[config.mk]
export PLATFORM = sky130hd
export DESIGN_NAME = zcns_ctrl
export DESIGN_NICKNAME = d
export VERILOG_FILES = /design/src/rtl/zcns_pkg.sv /design/src/rtl/zcns_ctrl.sv
export SDC_FILE = /design/constraint.sdc
export NUM_CORES = 1
export LEC_CHECK = 0
export BUFFER_PORTS_ARGS = -buffer_cell sky130_fd_sc_hd__buf_2
export CAP_MARGIN = 20
export CORE_ASPECT_RATIO = 1.5
export CORE_MARGIN = 1.5
export CORE_UTILIZATION = 53
export DETAILED_ROUTE_END_ITERATION = 6
export PLACE_DENSITY = 0.86
export SLEW_MARGIN = 20
export SYNTH_ARGS = -nofsm -noshare
export SYNTH_HDL_FRONTEND = slang
export SYNTH_SLANG_ARGS = --single-unit
[constraint.sdc]
create_clock -name clk -period 2.2 [get_ports clk]
set_clock_uncertainty 0.05 [all_clocks]
set_input_delay 0.44 -clock clk [delete_from_list [all_inputs] [get_ports clk]]
set_output_delay 0.44 -clock clk [all_outputs]
set_load 0.1 [all_outputs]
[src/rtl/zcns_pkg.sv]
// types, constants and saturation helpers for the zener clipper solver
// no dependencies
`default_nettype none
package zcns_pkg;

	localparam int SAMPLE_W = 24;
	localparam int COEFF_W  = 17;
	localparam int ITER_W   = 5;
	localparam int MUL_W    = 34;
	localparam int PROD_W   = 68;
	localparam int WIDE_W   = 40;
	localparam int DIVD_W   = 64;
	localparam int DIVS_W   = 40;
	localparam int QUO_W    = 31;

	localparam logic [ITER_W-1:0]  ITER_RESET = 5'd8;
	localparam logic [COEFF_W-1:0] A_MAX      = 17'd65536;

	localparam logic signed [MUL_W-1:0] K_BETA_EXP    = 34'sd2527337;
	localparam logic signed [MUL_W-1:0] K_BETA_EXP_10 = 34'sd252734;
	localparam logic signed [MUL_W-1:0] K_OFFSET      = 34'sd3727243;
	localparam logic signed [MUL_W-1:0] K_KNEE        = 34'sd137573171;
	localparam logic signed [MUL_W-1:0] K_SCALE       = 34'sd1660944;
	localparam logic signed [MUL_W-1:0] K_SLOPE       = 34'sd16609444;
	localparam logic signed [31:0]      K_LIMIT       = 32'sd125829120;
	localparam logic signed [WIDE_W-1:0] Q24_ONE      = 40'sd16777216;
	localparam logic signed [WIDE_W-1:0] NUM_C0       = 40'sd110100480;
	localparam logic signed [WIDE_W-1:0] DEN_C0       = 40'sd142868480;

	typedef enum logic [4:0] {
		OP_NOP, OP_LOAD, OP_UMUL, OP_U, OP_V, OP_LMUL, OP_LIN, OP_W, OP_TMUL, OP_T,
		OP_S2MUL, OP_S2, OP_S3MUL, OP_S3, OP_S4MUL, OP_S4, OP_ND, OP_DIV1, OP_KMUL,
		OP_F, OP_FPMUL, OP_FP, OP_DIV2, OP_Y, OP_OUT
	} op_t;

	typedef struct packed {
		op_t  op;
		logic ch;
	} dp_cmd_t;

	typedef struct packed {
		logic linear;
		logic div_busy;
	} dp_sts_t;

	function automatic logic signed [31:0] sat32(input logic signed [WIDE_W-1:0] x);
		if (x > 40'sd2147483647) return 32'sh7fffffff;
		else if (x < -40'sd2147483648) return 32'sh80000000;
		else return x[31:0];
	endfunction

	function automatic logic signed [SAMPLE_W-1:0] sat24(input logic signed [WIDE_W-1:0] x);
		if (x > 40'sd8388607) return 24'sh7fffff;
		else if (x < -40'sd8388608) return 24'sh800000;
		else return x[SAMPLE_W-1:0];
	endfunction

	function automatic logic signed [SAMPLE_W-1:0] negsat24(input logic signed [SAMPLE_W-1:0] y);
		if (y == 24'sh800000) return 24'sh7fffff;
		else return -y;
	endfunction

endpackage
`default_nettype wire

[src/rtl/zcns_ctrl.sv]
// sequencer for the solver: handshakes, iteration and channel counters, op issue
// uses zcns_pkg
`default_nettype none
module zcns_ctrl #(
	parameter int MAX_ITERATIONS = 16
) (
	input  wire logic                          clk,
	input  wire logic                          arst_n,
	input  wire logic                          in_valid,
	output logic                               in_ready,
	output logic                               out_valid,
	input  wire logic                          out_ready,
	input  wire logic                          cfg_valid,
	output logic                               cfg_ready,
	input  wire logic [zcns_pkg::ITER_W-1:0]   iterations,
	output zcns_pkg::dp_cmd_t                  cmd,
	input  wire zcns_pkg::dp_sts_t             sts
);
	import zcns_pkg::*;

	localparam int CW = $clog2(MAX_ITERATIONS + 1);

	typedef enum logic [24:0] {
		ST_IDLE   = 25'h0000001, ST_UMUL  = 25'h0000002, ST_U     = 25'h0000004,
		ST_V      = 25'h0000008, ST_SEL   = 25'h0000010, ST_LIN   = 25'h0000020,
		ST_TMUL   = 25'h0000040, ST_T     = 25'h0000080, ST_S2MUL = 25'h0000100,
		ST_S2     = 25'h0000200, ST_S3MUL = 25'h0000400, ST_S3    = 25'h0000800,
		ST_S4MUL  = 25'h0001000, ST_S4    = 25'h0002000, ST_ND    = 25'h0004000,
		ST_D1GO   = 25'h0008000, ST_D1WAIT = 25'h0010000, ST_KMUL = 25'h0020000,
		ST_F      = 25'h0040000, ST_FPMUL = 25'h0080000, ST_FP    = 25'h0100000,
		ST_D2GO   = 25'h0200000, ST_D2WAIT = 25'h0400000, ST_Y    = 25'h0800000,
		ST_OUT    = 25'h1000000
	} state_t;

	state_t          state_q, state_d;
	op_t             op;
	logic [ITER_W-1:0] iter_q;
	logic [CW-1:0]   steps, it_q;
	logic            ch_q;
	logic            last_it;
	logic            out_valid_q;
	logic            out_free;

	always_comb begin
		if (iter_q == '0) steps = CW'(1);
		else if (int'(iter_q) > MAX_ITERATIONS) steps = CW'(MAX_ITERATIONS);
		else steps = CW'(iter_q);
	end

	assign last_it  = (it_q == steps - 1'b1);
	assign out_free = !out_valid_q || out_ready;

	always_comb begin
		state_d = state_q;
		op      = OP_NOP;
		unique case (state_q)
			ST_IDLE: if (in_valid) begin
				op = OP_LOAD;
				state_d = ST_UMUL;
			end
			ST_UMUL:  begin op = OP_UMUL;  state_d = ST_U;     end
			ST_U:     begin op = OP_U;     state_d = ST_V;     end
			ST_V:     begin op = OP_V;     state_d = ST_SEL;   end
			ST_SEL: begin
				if (sts.linear) begin
					op = OP_LMUL;
					state_d = ST_LIN;
				end else begin
					op = OP_W;
					state_d = ST_TMUL;
				end
			end
			ST_LIN:   begin op = OP_LIN;   state_d = ST_FPMUL; end
			ST_TMUL:  begin op = OP_TMUL;  state_d = ST_T;     end
			ST_T:     begin op = OP_T;     state_d = ST_S2MUL; end
			ST_S2MUL: begin op = OP_S2MUL; state_d = ST_S2;    end
			ST_S2:    begin op = OP_S2;    state_d = ST_S3MUL; end
			ST_S3MUL: begin op = OP_S3MUL; state_d = ST_S3;    end
			ST_S3:    begin op = OP_S3;    state_d = ST_S4MUL; end
			ST_S4MUL: begin op = OP_S4MUL; state_d = ST_S4;    end
			ST_S4:    begin op = OP_S4;    state_d = ST_ND;    end
			ST_ND:    begin op = OP_ND;    state_d = ST_D1GO;  end
			ST_D1GO:  begin op = OP_DIV1;  state_d = ST_D1WAIT; end
			ST_D1WAIT: if (!sts.div_busy) state_d = ST_KMUL;
			ST_KMUL:  begin op = OP_KMUL;  state_d = ST_F;     end
			ST_F:     begin op = OP_F;     state_d = ST_FPMUL; end
			ST_FPMUL: begin op = OP_FPMUL; state_d = ST_FP;    end
			ST_FP:    begin op = OP_FP;    state_d = ST_D2GO;  end
			ST_D2GO:  begin op = OP_DIV2;  state_d = ST_D2WAIT; end
			ST_D2WAIT: if (!sts.div_busy) state_d = ST_Y;
			ST_Y: begin
				op = OP_Y;
				state_d = (last_it && ch_q) ? ST_OUT : ST_UMUL;
			end
			ST_OUT: if (out_free) begin
				op = OP_OUT;
				state_d = ST_IDLE;
			end
			default: state_d = ST_IDLE;
		endcase
	end

	always_ff @(posedge clk or negedge arst_n) begin
		if (!arst_n) begin
			state_q     <= ST_IDLE;
			iter_q      <= ITER_RESET;
			it_q        <= '0;
			ch_q        <= 1'b0;
			out_valid_q <= 1'b0;
		end else begin
			state_q <= state_d;
			if (cfg_valid) iter_q <= iterations;
			if (op == OP_LOAD) begin
				it_q <= '0;
				ch_q <= 1'b0;
			end else if (op == OP_Y) begin
				if (last_it) begin
					it_q <= '0;
					ch_q <= 1'b1;
				end else begin
					it_q <= it_q + 1'b1;
				end
			end
			if (op == OP_OUT) out_valid_q <= 1'b1;
			else if (out_ready) out_valid_q <= 1'b0;
		end
	end

	assign in_ready  = (state_q == ST_IDLE);
	assign cfg_ready = 1'b1;
	assign out_valid = out_valid_q;
	assign cmd.op    = op;
	assign cmd.ch    = ch_q;
endmodule
`default_nettype wire

==> run_results.csv <==
group,metric,value,unit
clock_tree,clock-root-buffer,"clkbuf_8",
placed_design,io_buffers,19,
floorplanning,die_w,56.7,microns
logic_synthesis,synth_nets,242,
drt,drt_drc_violations_left,0,
floorplanning,die_h,83.6,microns
clock_tree,numCtsBuffers,5,
pwr,ir_drop,0.00108,V
clock_tree,clk_path_buf_depth,2,
logic_synthesis,synthArstFlopShare,100,%
critical_path,crit_arrival,2.82,ns
global_route,antenna_found_initial,0,
timing,worst_slew_pin_slew,0.876,ns
cells_and_area,fill_cells,135,
outcome,status,"complete, but fails checks",
critical_path,cpMaxStageDelayCell,"dfstp_2",
outcome,failed_checks,"negative setup slack",
cells_and_area,drive_gt1_share,60.2,%
critical_path,crit_path_frequent_cell,"nor4_4",
critical_path,cpPeakStageDelay,0.60,ns
drt,drt-initial-drc-count,314,
drt,antenna_left,0,
cells_and_area,area_delta_synth_final,69.8,%
timing,finalSetupViolations,21,
drt,post_drt_wl_per_cell,28.7,microns
global_route,grt_pass1_vias,2889,
drt,routed_via_density,7.03,
logic_synthesis,yosys.cell_count.top_type,"dfrtp_1",
timing,slew_headroom,41.6,%
cells_and_area,ff_latch_area,930,sq um
timing,fmax,302,MHz
logic_synthesis,syn_area,2290,sq um
placed_design,dp_hpwl,5.36,mm
logic_synthesis,syn_area_per_cell,10.1,sq um
floorplanning,fp.dieArea,4740,sq um
pwr,leakagePower,1.83,nW
cells_and_area,multi_input_area,1680,sq um
critical_path,cp.required,1.71,ns
global_route,grt_usage,43.6,%
logic_synthesis,synth_edf_count,0,
drt,dr.pass1.iters,5,
critical_path,crit_chain,"nor4_4 -> buf_4 -> nand4_2 -> buf_6 -> nor3_1 -> or3_1 -> nor4_4 -> nand4b_1 -> buf_12",
logic_synthesis,yosysTopAreaCell,"dfrtp_1",
timing,rsz0062_at_grt,"yes",
drt,vias,2903,
min_path,hold_class,"in -> async",
critical_path,ff2ff_path_depth,9,
logic_synthesis,synthTopCellsByCount,"dfrtp_1 (35), nor2_1 (24), nand2_1 (16), xnor2_1 (11), nand3_1 (10)",
clock_tree,postCtsHoldBufs,0,
logic_synthesis,ys_ff_latch,37,
floorplanning,io_pins,21,
logic_synthesis,synth.area.top_cells,"dfrtp_1 (38%), nor4_4 (4.6%), xnor2_1 (4.2%)",
clock_tree,clk_latency,0.31,ns
timing,period_share,150,%
drt,wl,11.8,mm
critical_path,worstSetupPathType,"reg -> out",
global_route,grt_pass1_wl,15.2,mm
timing,maxSlewViolCount,0,
cells_and_area,nNetsFinal,380,
floorplanning,core_area,4210,sq um
global_route,grt_max_degree,38,
placed_design,pre_cts_ws,-0.578,ns
logic_synthesis,ys.flop_type,"dfrtp_1",
clock_tree,cts_tree,"yes",
critical_path,cp-end-kind,"output port",
clock_tree,cts_max_level,2,
timing,fin_ws,-1.11,ns
timing,hold_viol,0,
critical_path,worstSetupStartpointType,"register",
floorplanning,rows,29,
logic_synthesis,synth_cell_types,61,
global_route,overflow,0,
job,cap_viol_max_count,0,
pwr,finalPower,0.00356,W
logic_synthesis,yosys_warnings,0,
critical_path,critPathMaxFanout,4,
placed_design,routabilityCongestion,0.974,
clock_tree,clk_pin_slew,0.08,ns
timing,fin_crit,3.31,ns
pwr,power.density,915,nW/um^2
logic_synthesis,yosysSeqAreaShare,40.5,%
logic_synthesis,synth_cells,228,
logic_synthesis,synth_top_area_share,38.2,%
cells_and_area,diodes,0,
floorplanning,initial_core_util,54.5,%
clock_tree,cts.sinks,37,
worst paths after layout:
kind	start	end	slack [ns]
min	arst_n	state_q[20]	0.20
max in group asynchronous	arst_n	state_q[14]	1.30
max reg2reg	state_q[1]	ch_q	-0.23
min reg2reg	it_q[4]	it_q[4]	0.52
max	state_q[0]	cmd[1]	-1.11
min in group clk	sts[1]	state_q[6]	0.28
area by class of cell:
| cell class | instances | share of cell area [%] |
|---|---|---|
| Multi-Input combinational cell | 179 | 43.2 |
| Tap cell | 46 | 1.48 |
| Inverter | 9 | 1.19 |
| Clock buffer | 8 | 2.31 |
| Sequential cell | 37 | 23.9 |
| Timing Repair Buffer | 134 | 28.0 |
registers in the layout, indices dropped and copies added, names as in the netlist:
signal,flops
it_q,5
state_q,25
iter_q,5
out_valid,1
ch_q,1
per-stage QoR:
stage               setup TNS [ns]  hold slack (ns)  utilization, %  area [sq um]  instances
finish                       -7.72            0.198            92.5          3890        413
global route                 -8.59            0.250            92.5          3890        413
CTS                          -4.46            0.218            87.0          3660        404
detailed placement           -2.99            0.491            76.1          3200        375
global placement             -2.33            0.467            76.1          3200        375
floorplan                    -2.61           0.0944               -          2350        228
power by group:
| group | leakage, nW | switching, W | total (W) | internal, W |
|---|---|---|---|---|
| combinational | 1.29 | 0.00118 | 0.00220 | 0.00102 |
| sequential | 0.492 | 0.0000859 | 0.000836 | 0.000750 |
| clock | 0.0455 | 0.000269 | 0.000525 | 0.000256 |
| total | 1.83 | 0.00153 | 0.00356 | 0.00203 |
kinds of logic (layout without fill, tap and decap cells):
family / count (synthesis) / count (layout) / share of synthesized area [%]
buf+inv: 13 / 151 / 2.84
fa+ha+maj: 2 / 2 / 1.09
mux: 5 / 5 / 2.45
flops: 37 / 37 / 40.5
compound gates: 27 / 27 / 8.56
simple gates: 129 / 130 / 39.1
other cells: 1 / 1 / 0.164
xor+xnor: 14 / 14 / 5.35
what timing repair did:
| item | in CTS | in global routing |
|---|---|---|
| pin swaps | 27 | 33 |
| buffers inserted | 20 | 17 |
| cloned | 1 | 0 |
| endpoints found under the setup margin | 15 | 18 |
| gates resized for setup | 41 | 36 |
cell usage in the layout, fill, tap and decap left out, types with 3 or more instances in the layout:
cell | Yosys | routed
buf_6 | 1 | 11
nand4b_1 | 4 | 4
o21ai_1 | 3 | 3
inv_1 | 8 | 8
nand3b_1 | 6 | 6
xor2_1 | 3 | 3
nor4_2 | 3 | 5
buf_12 | 0 | 6
nand2_1 | 16 | 10
nand3_2 | 0 | 3
nor2_2 | 1 | 5
buf_4 | 2 | 104
nor3_1 | 9 | 6
nor2b_1 | 3 | 3
or3_4 | 1 | 4
a21o_1 | 4 | 4
nor2_1 | 24 | 17
nand3_1 | 10 | 5
or4_4 | 1 | 3
nor4_4 | 5 | 8
nor4b_4 | 1 | 3
xnor2_1 | 11 | 10
nand2b_1 | 4 | 4
nor2_4 | 0 | 3
dfrtp_1 | 35 | 34
nand2_2 | 0 | 6
or3_1 | 8 | 5
mux2_2 | 5 | 5
clkbuf_8 | 0 | 6
buf_2 | 0 | 13
worst max-delay path: cells and delay by family (launching register included):
| kind | cells | cell delay [ns] |
|---|---|---|
| and+or+nand+nor | 6 | 1.36 |
| DFF | 1 | 0.60 |
| buffers and inverters | 3 | 0.55 |
metal layers:
| metal | part of all wire (%) | global-route usage [%] | up-vias |
|---|---|---|---|
| met5 | 0 | 0 | - |
| met4 | 12 | 32.9 | 0 |
| met3 | 11 | 9.15 | 141 |
| met2 | 46 | 74.7 | 290 |
| met1 | 31 | 45.0 | 1355 |
| li1 | - | - | 1117 |
(Power assumes the default switching activity.)
